$ cat src/dfr_pkg.sv
package dfr_pkg;

  // Fixed frame layout.
  localparam int unsigned PARAM_BYTES = 10;
  localparam int unsigned STORE_DEPTH = PARAM_BYTES - 1;
  localparam int unsigned STORE_AW    = $clog2(STORE_DEPTH);
  localparam int unsigned IDX_W       = 14;
  localparam int unsigned CMD_DEPTH   = 2;

  // Default frame size limits.
  localparam int unsigned MAX_COLUMNS_DEF = 128;
  localparam int unsigned MAX_ROWS_DEF    = 128;

  // Header bytes.
  localparam logic [7:0] SYNC_0 = 8'hAA;
  localparam logic [7:0] SYNC_1 = 8'hBB;
  localparam logic [7:0] SYNC_2 = 8'hCC;

  // Pixel levels after thresholding.
  localparam logic [7:0] PIX_LOW  = 8'h00;
  localparam logic [7:0] PIX_HIGH = 8'hFF;

  // Header hunt progress; HDR_DONE means the payload is being taken.
  localparam logic [1:0] HDR_NONE = 2'd0;
  localparam logic [1:0] HDR_AA   = 2'd1;
  localparam logic [1:0] HDR_BB   = 2'd2;
  localparam logic [1:0] HDR_DONE = 2'd3;

  // Configuration register indexes.
  localparam logic [2:0] CFG_FRAME_COLUMNS    = 3'd0;
  localparam logic [2:0] CFG_FRAME_ROWS       = 3'd1;
  localparam logic [2:0] CFG_BINARY_THRESHOLD = 3'd2;
  localparam logic [2:0] CFG_IMAGE_ENABLE     = 3'd3;
  localparam logic [2:0] CFG_PARAMS_ENABLE    = 3'd4;

  // Input kinds.
  localparam logic KIND_BYTE    = 1'b0;
  localparam logic KIND_RESTART = 1'b1;

  // Result kinds.
  localparam logic [1:0] RES_BINARY = 2'd0;
  localparam logic [1:0] RES_RAW    = 2'd1;
  localparam logic [1:0] RES_RECORD = 2'd2;

  typedef enum logic [1:0] {
    CMD_BIN_PIXEL,
    CMD_RAW_PIXEL,
    CMD_STORE,
    CMD_RECORD
  } cmd_op_e;

  // Work handed from the front part to the back part.
  typedef struct packed {
    cmd_op_e          op;
    logic [7:0]       data;
    logic [IDX_W-1:0] index;
    logic             frame_end;
  } cmd_t;

  typedef struct packed {
    logic [7:0] frame_columns;
    logic [7:0] frame_rows;
    logic [7:0] binary_threshold;
    logic       image_enable;
    logic       params_enable;
  } cfg_t;

  typedef struct packed {
    logic       kind;
    logic [7:0] rx_byte;
  } in_item_t;

  typedef struct packed {
    logic [1:0]       result_kind;
    logic [IDX_W-1:0] pixel_index;
    logic [7:0]       raw_pixel;
    logic [7:0]       binary_pixel;
    logic             frame_end;
    logic [15:0]      encoder_value;
    logic [15:0]      motor_value;
    logic [15:0]      servo_value;
    logic [7:0]       extra_one;
    logic [7:0]       extra_two;
    logic [7:0]       extra_three;
    logic [7:0]       extra_four;
  } out_item_t;

endpackage

$ cat src/dfr_fifo.sv
module dfr_fifo #(
  parameter int unsigned Width = 8,
  parameter int unsigned Depth = 2
) (
  input  logic             clk_i,
  input  logic             rst_ni,
  input  logic             push_i,
  input  logic [Width-1:0] wdata_i,
  output logic             full_o,
  input  logic             pop_i,
  output logic [Width-1:0] rdata_o,
  output logic             empty_o
);

  localparam int unsigned Aw = (Depth > 1) ? $clog2(Depth) : 1;
  localparam int unsigned Cw = $clog2(Depth + 1);

  logic [Width-1:0] mem_q [Depth];
  logic [Aw-1:0]    wptr_q, wptr_d, rptr_q, rptr_d;
  logic [Cw-1:0]    count_q, count_d;
  logic             do_push, do_pop;

  assign full_o  = (count_q == Cw'(Depth));
  assign empty_o = (count_q == '0);
  assign do_push = push_i && !full_o;
  assign do_pop  = pop_i && !empty_o;
  assign rdata_o = mem_q[rptr_q];

  // Pointer and fill count update.
  always_comb begin
    wptr_d  = wptr_q;
    rptr_d  = rptr_q;
    count_d = count_q;
    if (do_push) begin
      wptr_d = (wptr_q == Aw'(Depth - 1)) ? '0 : wptr_q + 1'b1;
    end
    if (do_pop) begin
      rptr_d = (rptr_q == Aw'(Depth - 1)) ? '0 : rptr_q + 1'b1;
    end
    if (do_push && !do_pop) begin
      count_d = count_q + 1'b1;
    end else if (do_pop && !do_push) begin
      count_d = count_q - 1'b1;
    end
  end

  always_ff @(posedge clk_i or negedge rst_ni) begin
    if (!rst_ni) begin
      wptr_q  <= '0;
      rptr_q  <= '0;
      count_q <= '0;
    end else begin
      wptr_q  <= wptr_d;
      rptr_q  <= rptr_d;
      count_q <= count_d;
    end
  end

  // Entry storage.
  always_ff @(posedge clk_i) begin
    if (do_push) begin
      mem_q[wptr_q] <= wdata_i;
    end
  end

endmodule

$ cat src/dfr_front.sv
module dfr_front #(
  parameter int unsigned MaxColumns = dfr_pkg::MAX_COLUMNS_DEF,
  parameter int unsigned MaxRows    = dfr_pkg::MAX_ROWS_DEF
) (
  input  logic              clk_i,
  input  logic              rst_ni,
  input  dfr_pkg::cfg_t     cfg_i,
  input  logic              take_i,
  input  dfr_pkg::in_item_t item_i,
  output logic              cmd_push_o,
  output dfr_pkg::cmd_t     cmd_o
);

  // Register fields are 8 bits, so a limit above 255 never clips.
  localparam int unsigned ColCap = (MaxColumns < 255) ? MaxColumns : 255;
  localparam int unsigned RowCap = (MaxRows < 255) ? MaxRows : 255;
  localparam int unsigned TotW   = $clog2(ColCap * RowCap + 1);
  localparam int unsigned PosW   = $clog2(ColCap * RowCap + dfr_pkg::PARAM_BYTES + 1);

  logic [1:0]      hdr_q, hdr_d;
  logic [PosW-1:0] pos_q, pos_d;
  logic [7:0]      cols_c, rows_c;
  logic [15:0]     prod;
  logic [PosW-1:0] total;
  logic [PosW-1:0] pos_inc;
  logic [PosW-1:0] poff;
  logic            at_end_pix;
  logic [7:0]      b;

  // Frame size from the clipped register values.
  assign cols_c  = (cfg_i.frame_columns > 8'(ColCap)) ? 8'(ColCap) : cfg_i.frame_columns;
  assign rows_c  = (cfg_i.frame_rows > 8'(RowCap)) ? 8'(RowCap) : cfg_i.frame_rows;
  assign prod    = cols_c * rows_c;
  assign total   = PosW'(prod[TotW-1:0]);
  assign pos_inc = pos_q + 1'b1;
  assign poff    = pos_q - total;
  assign at_end_pix = (pos_inc == total);
  assign b       = item_i.rx_byte;

  // Header hunt, payload position and command selection.
  always_comb begin
    hdr_d           = hdr_q;
    pos_d           = pos_q;
    cmd_push_o      = 1'b0;
    cmd_o.op        = dfr_pkg::CMD_STORE;
    cmd_o.data      = b;
    cmd_o.index     = dfr_pkg::IDX_W'(pos_q);
    cmd_o.frame_end = 1'b0;
    if (take_i) begin
      priority if (item_i.kind == dfr_pkg::KIND_RESTART) begin
        hdr_d = dfr_pkg::HDR_NONE;
        pos_d = '0;
      end else if (!cfg_i.image_enable && !cfg_i.params_enable) begin
        hdr_d = hdr_q;
      end else if (hdr_q != dfr_pkg::HDR_DONE) begin
        if (hdr_q == dfr_pkg::HDR_NONE && b == dfr_pkg::SYNC_0) begin
          hdr_d = dfr_pkg::HDR_AA;
        end else if (hdr_q == dfr_pkg::HDR_AA && b == dfr_pkg::SYNC_1) begin
          hdr_d = dfr_pkg::HDR_BB;
        end else if (hdr_q == dfr_pkg::HDR_BB && b == dfr_pkg::SYNC_2) begin
          hdr_d = dfr_pkg::HDR_DONE;
        end
      end else if (!cfg_i.params_enable) begin
        // Image only: thresholded pixels.
        if (pos_q >= total) begin
          hdr_d = dfr_pkg::HDR_NONE;
          pos_d = '0;
        end else begin
          cmd_push_o      = 1'b1;
          cmd_o.op        = dfr_pkg::CMD_BIN_PIXEL;
          cmd_o.frame_end = at_end_pix;
          if (at_end_pix) begin
            hdr_d = dfr_pkg::HDR_NONE;
            pos_d = '0;
          end else begin
            pos_d = pos_inc;
          end
        end
      end else if (cfg_i.image_enable && pos_q < total) begin
        // Combined mode, pixel part: raw pixels.
        cmd_push_o = 1'b1;
        cmd_o.op   = dfr_pkg::CMD_RAW_PIXEL;
        pos_d      = pos_inc;
      end else begin
        // Parameter bytes, alone or after the pixels.
        if (!cfg_i.image_enable) begin
          poff_sel(pos_q);
        end else begin
          poff_sel(poff);
        end
      end
    end
  end

  // Parameter byte handling at a given offset into the parameter block.
  function automatic void poff_sel(input logic [PosW-1:0] p);
    if (p >= PosW'(dfr_pkg::PARAM_BYTES)) begin
      hdr_d = dfr_pkg::HDR_NONE;
      pos_d = '0;
    end else if (p < PosW'(dfr_pkg::STORE_DEPTH)) begin
      cmd_push_o  = 1'b1;
      cmd_o.op    = dfr_pkg::CMD_STORE;
      cmd_o.index = dfr_pkg::IDX_W'(p);
      pos_d       = pos_inc;
    end else begin
      cmd_push_o      = 1'b1;
      cmd_o.op        = dfr_pkg::CMD_RECORD;
      cmd_o.frame_end = 1'b1;
      hdr_d           = dfr_pkg::HDR_NONE;
      pos_d           = '0;
    end
  endfunction

  always_ff @(posedge clk_i or negedge rst_ni) begin
    if (!rst_ni) begin
      hdr_q <= dfr_pkg::HDR_NONE;
      pos_q <= '0;
    end else begin
      hdr_q <= hdr_d;
      pos_q <= pos_d;
    end
  end

endmodule

$ cat src/dfr_back.sv
module dfr_back (
  input  logic               clk_i,
  input  logic               rst_ni,
  input  logic [7:0]         threshold_i,
  input  logic               cmd_valid_i,
  input  dfr_pkg::cmd_t      cmd_i,
  output logic               cmd_pop_o,
  output logic               empty,
  input  logic               pop,
  output dfr_pkg::out_item_t out_o
);

  logic [7:0]         store_q [dfr_pkg::STORE_DEPTH];
  logic               valid_q, valid_d;
  dfr_pkg::out_item_t out_q, out_d;
  logic               is_store;
  logic               emit;
  logic [dfr_pkg::STORE_AW-1:0] waddr;

  assign is_store  = (cmd_i.op == dfr_pkg::CMD_STORE);
  assign cmd_pop_o = cmd_valid_i && (is_store || !valid_q || pop);
  assign emit      = cmd_pop_o && !is_store;
  assign waddr     = cmd_i.index[dfr_pkg::STORE_AW-1:0];
  assign empty     = !valid_q;
  assign out_o     = out_q;

  // Result assembly for the command at the head of the queue.
  always_comb begin
    out_d             = '0;
    out_d.frame_end   = cmd_i.frame_end;
    unique case (cmd_i.op)
      dfr_pkg::CMD_BIN_PIXEL: begin
        out_d.result_kind  = dfr_pkg::RES_BINARY;
        out_d.pixel_index  = cmd_i.index;
        out_d.raw_pixel    = cmd_i.data;
        out_d.binary_pixel = (cmd_i.data < threshold_i) ? dfr_pkg::PIX_LOW
                                                        : dfr_pkg::PIX_HIGH;
      end
      dfr_pkg::CMD_RAW_PIXEL: begin
        out_d.result_kind = dfr_pkg::RES_RAW;
        out_d.pixel_index = cmd_i.index;
        out_d.raw_pixel   = cmd_i.data;
      end
      dfr_pkg::CMD_RECORD: begin
        out_d.result_kind   = dfr_pkg::RES_RECORD;
        out_d.encoder_value = {store_q[0], store_q[1]};
        out_d.motor_value   = {store_q[2], store_q[3]};
        out_d.servo_value   = {store_q[4], store_q[5]};
        out_d.extra_one     = store_q[6];
        out_d.extra_two     = store_q[7];
        out_d.extra_three   = store_q[8];
        out_d.extra_four    = cmd_i.data;
      end
      default: begin
        out_d.result_kind = dfr_pkg::RES_RAW;
      end
    endcase
  end

  // Output register occupancy.
  always_comb begin
    if (emit) begin
      valid_d = 1'b1;
    end else if (pop) begin
      valid_d = 1'b0;
    end else begin
      valid_d = valid_q;
    end
  end

  always_ff @(posedge clk_i or negedge rst_ni) begin
    if (!rst_ni) begin
      valid_q <= 1'b0;
    end else begin
      valid_q <= valid_d;
    end
  end

  // Output payload and parameter byte store.
  always_ff @(posedge clk_i) begin
    if (emit) begin
      out_q <= out_d;
    end
    if (cmd_pop_o && is_store) begin
      store_q[waddr] <= cmd_i.data;
    end
  end

`ifndef SYNTH
  // A parameter record always closes its frame.
  a_record_ends: assert property (@(posedge clk_i) disable iff (!rst_ni)
    (valid_q && out_q.result_kind == dfr_pkg::RES_RECORD) |-> out_q.frame_end)
    else $error("record without frame end");

  // Stores only land inside the parameter byte store.
  a_store_addr: assert property (@(posedge clk_i) disable iff (!rst_ni)
    (cmd_pop_o && is_store) |-> (cmd_i.index < dfr_pkg::IDX_W'(dfr_pkg::STORE_DEPTH)))
    else $error("parameter store address out of range");

  // A thresholded pixel is either fully dark or fully bright.
  a_bin_level: assert property (@(posedge clk_i) disable iff (!rst_ni)
    (valid_q && out_q.result_kind == dfr_pkg::RES_BINARY)
      |-> (out_q.binary_pixel == dfr_pkg::PIX_LOW || out_q.binary_pixel == dfr_pkg::PIX_HIGH))
    else $error("binary pixel level invalid");

  // A waiting result is replaced only after it was taken.
  a_no_overwrite: assert property (@(posedge clk_i) disable iff (!rst_ni)
    (valid_q && !pop) |=> (valid_q && $stable(out_q)))
    else $error("waiting result overwritten");
`endif

endmodule

$ cat src/sync_framed_image_param_deframer.sv
// Channel   Direction  Handshake            Payload
// input     in         push / full          in_item_i  (kind, rx_byte)
// result    out        pop / empty          out_item_o (pixel or parameter record)
// config    in         cfg_we_i             cfg_index_i, cfg_data_i
//
// Each beat is classified in the cycle it is accepted; one beat per cycle is taken while full is low.
// A result passes from its input beat through the command queue and the result register to the result ports.
// A two-entry command queue parts the classifier from the result register.
// A stall on the result side fills the queue and then raises full.
// Reset clears the header hunt and the payload position and loads the config register defaults.
module sync_framed_image_param_deframer #(
  parameter int unsigned MAX_COLUMNS = dfr_pkg::MAX_COLUMNS_DEF,
  parameter int unsigned MAX_ROWS    = dfr_pkg::MAX_ROWS_DEF
) (
  input  logic               clk_i,
  input  logic               rst_ni,
  input  logic               push,
  output logic               full,
  input  dfr_pkg::in_item_t  in_item_i,
  output logic               empty,
  input  logic               pop,
  output dfr_pkg::out_item_t out_item_o,
  input  logic               cfg_we_i,
  input  logic [2:0]         cfg_index_i,
  input  logic [7:0]         cfg_data_i
);

  dfr_pkg::cfg_t cfg_q, cfg_d;
  dfr_pkg::cmd_t cmd_in, cmd_out;
  logic          take;
  logic          cmd_push, cmd_pop, cmd_empty;

  assign take = push && !full;

  // Configuration register writes.
  always_comb begin
    cfg_d = cfg_q;
    if (cfg_we_i) begin
      unique case (cfg_index_i)
        dfr_pkg::CFG_FRAME_COLUMNS:    cfg_d.frame_columns    = cfg_data_i;
        dfr_pkg::CFG_FRAME_ROWS:       cfg_d.frame_rows       = cfg_data_i;
        dfr_pkg::CFG_BINARY_THRESHOLD: cfg_d.binary_threshold = cfg_data_i;
        dfr_pkg::CFG_IMAGE_ENABLE:     cfg_d.image_enable     = cfg_data_i[0];
        dfr_pkg::CFG_PARAMS_ENABLE:    cfg_d.params_enable    = cfg_data_i[0];
        default:                       cfg_d = cfg_q;
      endcase
    end
  end

  always_ff @(posedge clk_i or negedge rst_ni) begin
    if (!rst_ni) begin
      cfg_q.frame_columns    <= 8'd20;
      cfg_q.frame_rows       <= 8'd20;
      cfg_q.binary_threshold <= 8'd128;
      cfg_q.image_enable     <= 1'b1;
      cfg_q.params_enable    <= 1'b0;
    end else begin
      cfg_q <= cfg_d;
    end
  end

  // Header hunt and classification.
  dfr_front #(
    .MaxColumns(MAX_COLUMNS),
    .MaxRows   (MAX_ROWS)
  ) u_front (
    .clk_i     (clk_i),
    .rst_ni    (rst_ni),
    .cfg_i     (cfg_q),
    .take_i    (take),
    .item_i    (in_item_i),
    .cmd_push_o(cmd_push),
    .cmd_o     (cmd_in)
  );

  // Command queue between the two parts.
  dfr_fifo #(
    .Width($bits(dfr_pkg::cmd_t)),
    .Depth(dfr_pkg::CMD_DEPTH)
  ) u_fifo (
    .clk_i  (clk_i),
    .rst_ni (rst_ni),
    .push_i (cmd_push),
    .wdata_i(cmd_in),
    .full_o (full),
    .pop_i  (cmd_pop),
    .rdata_o(cmd_out),
    .empty_o(cmd_empty)
  );

  // Parameter store, thresholding and result register.
  dfr_back u_back (
    .clk_i      (clk_i),
    .rst_ni     (rst_ni),
    .threshold_i(cfg_q.binary_threshold),
    .cmd_valid_i(!cmd_empty),
    .cmd_i      (cmd_out),
    .cmd_pop_o  (cmd_pop),
    .empty      (empty),
    .pop        (pop),
    .out_o      (out_item_o)
  );

endmodule
$ cat config.mk
export PLATFORM = sky130hd
export DESIGN_NAME = sync_framed_image_param_deframer
export DESIGN_NICKNAME = d
export VERILOG_FILES = /design/src/dfr_pkg.sv /design/src/dfr_fifo.sv /design/src/dfr_front.sv /design/src/dfr_back.sv /design/src/sync_framed_image_param_deframer.sv
export SDC_FILE = /design/constraint.sdc
export NUM_CORES = 1
export LEC_CHECK = 0
export BUFFER_PORTS_ARGS = -buffer_cell sky130_fd_sc_hd__buf_2
export CELL_PAD_IN_SITES_DETAIL_PLACEMENT = 1
export CELL_PAD_IN_SITES_GLOBAL_PLACEMENT = 2
export CORE_UTILIZATION = 45
export DETAILED_ROUTE_END_ITERATION = 12
export PLACE_DENSITY = 0.86
export SLEW_MARGIN = 25
export SYNTH_ARGS = -nofsm -noshare
export SYNTH_HDL_FRONTEND = slang
export SYNTH_HIERARCHICAL = 1
export SYNTH_SLANG_ARGS = --single-unit
$ cat constraint.sdc
create_clock -name clk_i -period 21.2 [get_ports clk_i]
set_input_delay 1.06 -clock clk_i [delete_from_list [all_inputs] [get_ports clk_i]]
set_output_delay 1.06 -clock clk_i [all_outputs]
set_load 0.03 [all_outputs]
* Word level (Yosys, flattened, before mapping) *
Memory sizes are Yosys's and may differ from the RTL's. A register that Yosys moved wholly into a read port is not among the register bits.
Index checks and enable logic that the tools add are counted.

storage, ports and cells
  output and inout port bits = 115
  register bits = 89
  logic and storage cells = 180
  memories = 2
  bits in writable memories = 122
  input bits = 25

cells by class
  order comparisons = 9
  $mul = 1
  reductions and logical operators = 47
  multiplexer cells = 77
  add/sub/neg operators = 6
  equality and inequality tests = 21

memory list
  memory          depth  width  rd ports  clocked after memory_dff  wr ports  line            RTL
  u_back.store_q  9      8      9         9                         1         dfr_back.sv:13  logic [7:0] store_q [dfr_pkg::STORE_DEPTH];
  u_fifo.mem_q    2      25     1         0                         1         dfr_fifo.sv:18  logic [Width-1:0] mem_q [Depth];

operators by type and width
  cell                   count
  $mux 15                19
  $mux 2                 27
  $ge 15x4->1 const B    2
  $lt 15x4->1 const B    2
  $mux 14                2
  $mux 1                 25
  $eq 8x8->1 const B     3
  $mux 8                 3
  $logic_not 1->1        17
  $gt 8x8->1 const B     2
  $add 15x1->15 const B  1
  $eq 15x15->1           1
  $ge 15x15->1           1
  $lt 15x15->1           1
  $mul 8x8->15           1
  $sub 15x15->15         1
  $logic_and 1x1->1      13
  $ne 6x4->1 const B     2
  $reduce_and 2->1       5
  $eq 2x2->1 const B     4
  $lt 8x8->1             1
  $reduce_and 7->1       1
  $eq 3x2->1 const B     2
  $logic_not 2->1        3
  16 further kinds       22

* Longest topological paths before layout *
  depth in word-level cells = 18
  depth in mapped cells = 34
  gate-level depth less buffers = 32

* Cells and area by module *
The synthesis kept the hierarchy.

modules (own cells, without submodules)
  module                            sequential area each (µm²)  cells each  area an instance (µm²)  times used
  dfr_back                          5370.2                      353         6477.5                  1
  dfr_front                         425.4                       604         4652.0                  1
  dfr_fifo                          1601.5                      97          2102.0                  1
  sync_framed_image_param_deframer  658.1                       61          1038.5                  1

* Worst setup path after synthesis *
No wires, ideal clock.

  kind = register to register
  start point = register cfg_q[17] in the netlist's numbering
  end point = memory u_fifo/mem_q[0][0] in the netlist's numbering (enable)
  arrival = 7650 ps
  slack = 13143 ps
  stages on the path, launching flop included = 27
  buffers on the path = 3
  library setup time = 407 ps
  required time = 20793 ps
  cell sequence = dfrtp_1 -> clkbuf_1 -> clkbuf_1 -> nor2b_1 -> nand2_1 -> fa_1 -> fa_1 -> fa_1 -> fa_1 -> inv_1 -> ha_1 -> and3_1 -> a221o_1 -> o21ai_0 -> a21oi_1 -> xnor2_1 -> ha_1 -> clkbuf_1 -> a21oi_1 -> nand2b_1 -> or4_1 -> and4_1 -> nor4_2 -> a21oi_1 -> a21oi_1 -> nand2_1 -> nor2_1

on the way
  word-level cells in the longest chain between the ends = 16

RTL lines
  item                            line                                    RTL
  start: declaration              sync_framed_image_param_deframer.sv:28  dfr_pkg::cfg_t cfg_q, cfg_d;
  start signal: assignment        sync_framed_image_param_deframer.sv:58  cfg_q <= cfg_d;
  $gt 8x8->1                      dfr_front.sv:32                         assign rows_c = (cfg_i.frame_rows > 8'(RowCap)) ? 8'(RowCap) : cfg_i.frame_rows;
  $mux 8 *                        dfr_front.sv:32
  $mul 8x8->15 *                  dfr_front.sv:33                         assign prod = cols_c * rows_c;
  $sub 15x15->15                  dfr_front.sv:36                         assign poff = pos_q - total;
  $ge 15x4->1                     dfr_front.sv:97                         if (p >= PosW'(dfr_pkg::PARAM_BYTES)) begin
  $mux 1                          dfr_front.sv:97
  $mux 1                          dfr_front.sv:86                         if (!cfg_i.image_enable) begin
  $mux 1                          dfr_front.sv:79                         end else if (cfg_i.image_enable && pos_q < total) begin
  $mux 1 *                        dfr_front.sv:63                         end else if (!cfg_i.params_enable) begin
  $mux 1 *                        dfr_front.sv:55                         end else if (hdr_q != dfr_pkg::HDR_DONE) begin
  $mux 1 *                        dfr_front.sv:53                         end else if (!cfg_i.image_enable && !cfg_i.params_enable) begin
  $mux 1 *                        dfr_front.sv:50                         priority if (item_i.kind == dfr_pkg::KIND_RESTART) begin
  $mux 1 *                        dfr_front.sv:49                         if (take_i) begin
  named net cmd_push              sync_framed_image_param_deframer.sv:31  logic cmd_push, cmd_pop, cmd_empty;
  $logic_and 1x1->1 *             dfr_fifo.sv:25                          assign do_push = push_i && !full_o;
  $mux 1 *                        dfr_fifo.sv:61                          if (do_push) begin
  $mux 1 (not written as such) *  dfr_fifo.sv:62                          mem_q[wptr_q] <= wdata_i;
  end: declaration                dfr_fifo.sv:18

Mark *: on every way through the listed nets, which the timed path passes. The rest lies on a longest branch.

* Worst setup path in the final report *
  start point = register cfg_q[25] in the netlist's numbering
  end point = register u_front.pos_q[1]

on the way
  word-level cells in the longest chain between the ends = 13

RTL lines
  item                    line              RTL
  $gt 8x8->1              dfr_front.sv:31   assign cols_c = (cfg_i.frame_columns > 8'(ColCap)) ? 8'(ColCap) : cfg_i.frame_columns;
  $mux 8 *                dfr_front.sv:31
  $mul 8x8->15 *          dfr_front.sv:33
  $sub 15x15->15          dfr_front.sv:36
  $lt 15x4->1             dfr_front.sv:100  end else if (p < PosW'(dfr_pkg::STORE_DEPTH)) begin
  $mux 15                 dfr_front.sv:100
  $mux 15                 dfr_front.sv:97
  $mux 15                 dfr_front.sv:86
  $mux 15                 dfr_front.sv:79
  $mux 15 *               dfr_front.sv:63
  $mux 15 *               dfr_front.sv:55
  $mux 15 *               dfr_front.sv:53
  $mux 15 *               dfr_front.sv:50
  end signal: assignment  dfr_front.sv:120  pos_q <= pos_d;
  end: declaration        dfr_front.sv:21   logic [PosW-1:0] pos_q, pos_d;

Every way passes the cells marked *; elsewhere a longest branch is shown, timed or not. The select of a mux whose other input is x is not followed.
A chain may end at the register's enable or synchronous reset.

==> results.md <==
- H-tree depth: 1
- Post-synthesis adder-cell area fraction: a little over a tenth
- Data required time of the critical path: approximately 22 ns
- CP Cell Sequence: nor2b_1 -> nand2_1 -> fa_1 -> fa_1 -> fa_1 -> fa_1 -> inv_1 -> ha_1 -> and3_1 -> a221o_1 -> o21ai_0 -> a21oi_1 -> xnor2_1 -> ha_1 -> a21oi_1 -> nand2b_1 -> or4_1 -> and4_1 -> nor4_2 -> a21oi_1 -> o22ai_2 -> inv_2 -> o21ai_0
- Synth Area per Inst: 12.8 µm²
- Placed Area: 15300 µm²
- Setup Skew: 0.0156 ns
- Crit path top cell by count: fa_1
- Int Pwr: 1.37 mW
- Fin Setup TNS: 0 ns
- Clock sinks: ~280
- Worst hold path type: flop to flop
- Pre-CTS setup slack: approximately 13 ns
- RR Endpoint: u_front/pos_q[1]
- Mapped Nets: 1240
- DR pass1 iterations: 4
- Final core occ: 52.4%
- Clock share of power: 20.7%
- Post-synthesis cell area: 14300 µm²
- Core box area: 30900 µm²
- Via Count: 8938
- Final net count: 1375
- Total GRT Usage: a little over a fifth
- Element type at the critical path end: flop
- RSZ-0062 raised after global routing: no
- Critical path type: flop to flop
- Pwr/cell area: between 100 and 150 nW/µm²
- CTS max path bufs: 3
- Initial Util: between 40% and 50%
- Slowest cell on the critical path: nor2b_1
- Maximum VDD drop: between 0.1 and 0.15 mV
- Drt wl/cell: 20.8 µm
- Antenna violations before repair: 0
- Critical path peak fanout: 19
- Final period util: between 30% and 40%
- Compound-Gate Fraction of Synth Area: 6.23%
- Layout cells sized above 1: 21.1%
- GPL Wtd Cong: 0.849
- CTS Buf Count: 28
- # diodes: 0
- Share of total power in combinational logic: 43.4%
- WHS Path Cells: 1
- Rel. slew slack: 45.5%
- Post-synth EDFFs: 228
- Seq/Total Area, Yosys: 56.4%
- Max Slew Vio Count: 0
- Worst skew pair latency: 0.54 ns
- # setup viols final: 0
- First-pass GRT wire length: about 55000 µm
- Final HPWL DP: 25400 µm
- Setup bufs post-CTS: 0
- Fin. Hold Viols: 0
- Ys flop type: edfxtp_1
- Vias in the first global route: 9423
- Worst reg2reg startpoint: cfg_q[25]
- Syn-to-layout area delta: 13.5%
- Switching power total: just over 0.9 mW
- Final min period: 8.08 ns
- Synth warn: 6
- Sequential power share: roughly 36%
- Largest family of logic cells by synthesized area: simple AND/OR/NAND/NOR gates
- Die Ht: 180 µm
- Number of buffers added on ports: 139
- CTS-repair resized insts: 0
- Via density: 5.37
- Tot Pwr: between 2 and 2.5 mW
- CTS root buf: clkbuf_16
- Total die area: 32400 µm²
- Slew @ Worst Pin: 0.817 ns
- Mapped Cells: 1115
- Largest net degree at the start of global routing: 87
- Worst R2R Setup Slack: 13.12 ns
- Final ANT Viol Nets: 0
- Die width: ~180 µm
- Crit path DAT: 8.52 ns
- Initial DRC count: 526
- Reg2reg path depth: 23
- Min-delay src: cfg_q[6]
- Setup ws final: 13.12 ns
- Sw Share: 40.6%
- Startpoint Class: flop
- Slowest cell delay on critical path: 0.58 ns
- Post-Layout Inst Area: 16200 µm²
- Buf/Inv on CP: 2
- Mux cell area share after synthesis: under 10%
- Crit path max-delay family: adder cells
- Top Ports: 140
- FF+latch count, synth: 276
- Achievable frequency: 124 MHz
- Clock slew at reported path FFs: 0.06 ns
- # DRC: 0
- Hold Path Sink: cfg_q[6]
- CTS Hold Bufs: 0
- Status: completed
- XOR/XNOR Fraction of Synth Area: 2.74%
- Lkg Pwr: 6.58 nW
- Async S/R FF share, synth: 17.4%
- Post-synth cell types: 76
- # rows: 64
- Synth Area in Simple Gates: 14.9%
- CTS tree: built
- Max cap viols: 0
- DRT Wirelength: around 35000 µm
- Congestion Overflow GR: 0
[worst max-delay path by stage]
stage                          from                   to  cells past startpoint  slack, ns
after global placement    cfg_q[25]   u_fifo/mem_q[1][5]                     22      13.03
final                     cfg_q[25]     u_front/pos_q[1]                     23      13.12
after floorplan           cfg_q[17]   u_fifo/mem_q[0][0]                     26      13.14
after global routing      cfg_q[17]  u_fifo/mem_q[1][11]                     22      12.47
after detailed placement  cfg_q[17]  u_fifo/mem_q[1][13]                     22      13.09
after CTS                 cfg_q[17]  u_fifo/mem_q[1][11]                     22      13.07
[power by group through the flow]
stage	registers, mW	clock network [mW]	logic, mW
floorplan	1.03	0	0.536
detailed placement	0.841	0	0.994
finish	0.826	0.476	0.998
global placement	0.829	0	0.967
global route	0.841	0.501	1.08
CTS	0.831	0.485	1.00
[kinds of logic after synthesis]
kind of cell    Yosys count
simple gates            380
fa+ha+maj               100
mux                      58
compound gates          132
buf+inv                 126
flops                   276
xor+xnor                 43
[area by class of cell]
cell class                      instances  area [µm²]
Clock inverter                         13         128
Sequential cell                       276        8060
Tap cell                              396         495
Clock buffer                           36         752
Fill cell                            3194       14700
Timing Repair Buffer                  153         805
Inverter                               78         293
Multi-Input combinational cell        713        5660
[registers in the layout, indices dropped and copies added, names as in the netlist]
name	count
u_back/store_q	72
u_fifo/count_q	2
cfg_q	26
u_back/out_o	106
u_front/hdr_q	2
u_fifo/rptr_q	1
u_fifo/mem_q	50
u_front/pos_q	15
u_fifo/wptr_q	1
u_back/valid_q	1
[cells in the mapped netlist, types with 19 or more instances]
cell      instances  area share, %
a21oi_1          32            1.1
xor2_1           19            1.2
xnor2_1          23            1.4
nor2b_1          44            1.9
o21ai_0          20           0.70
nand2_1          84            2.2
nor2_1           49            1.3
inv_1            77            2.0
mux2_4           19            2.0
ha_1             64            5.6
and2_1           88            3.9
mux2_2           33            2.6
dfrtp_1          42            7.4
nand2b_1         22           0.96
fa_1             36            5.1
clkbuf_1         27           0.71
edfxtp_1        228             48
[metrics by stage]
step	instances	hold slack, ns
floorplan	1115	0.461
global placement	1616	0.494
detailed placement	1616	0.497
CTS	1665	0.511
global route	1665	0.535
finish	1665	0.506
[placed cells by master (no fill, tap or decap), drive strengths merged, types with 6 or more instances in the layout]
cell type / count
and2b: 8
and3: 7
a21oi: 32
nand2b: 22
fa: 36
inv: 80
xor2: 19
xnor2: 23
nand2: 84
a21o: 7
and2: 88
o21ai: 31
nor2: 49
dfrtp: 42
clkinv: 7
nand3b: 7
o21a: 9
and4: 6
dfstp: 6
mux2i: 6
nor4: 7
buf: 153
mux2: 52
nor2b: 44
ha: 64
nand3: 11
nor3: 17
clkbuf: 36
edfxtp: 228
nand4: 9
[layer usage]
metal	vias to the layer above	wire length [µm]	GRT usage [%]
met5	-	0	0
met2	193	17400	38.2
li1	4197	-	-
met1	4509	15400	28.4
met3	39	1170	2.08
met4	0	652	5.23
[worst reg2reg max path: cells and delay by family (launching register included)]
family	cells	cell delay [ns]
AOI/OAI and AO/OA	7	2.04
xor gates and xnor gates	1	0.26
adders and majority gates	6	2.82
buffers and inverters	2	0.30
DFF	1	0.56
and+or+nand+nor	7	2.02
No activity file was read; power rests on OpenSTA's default activity.
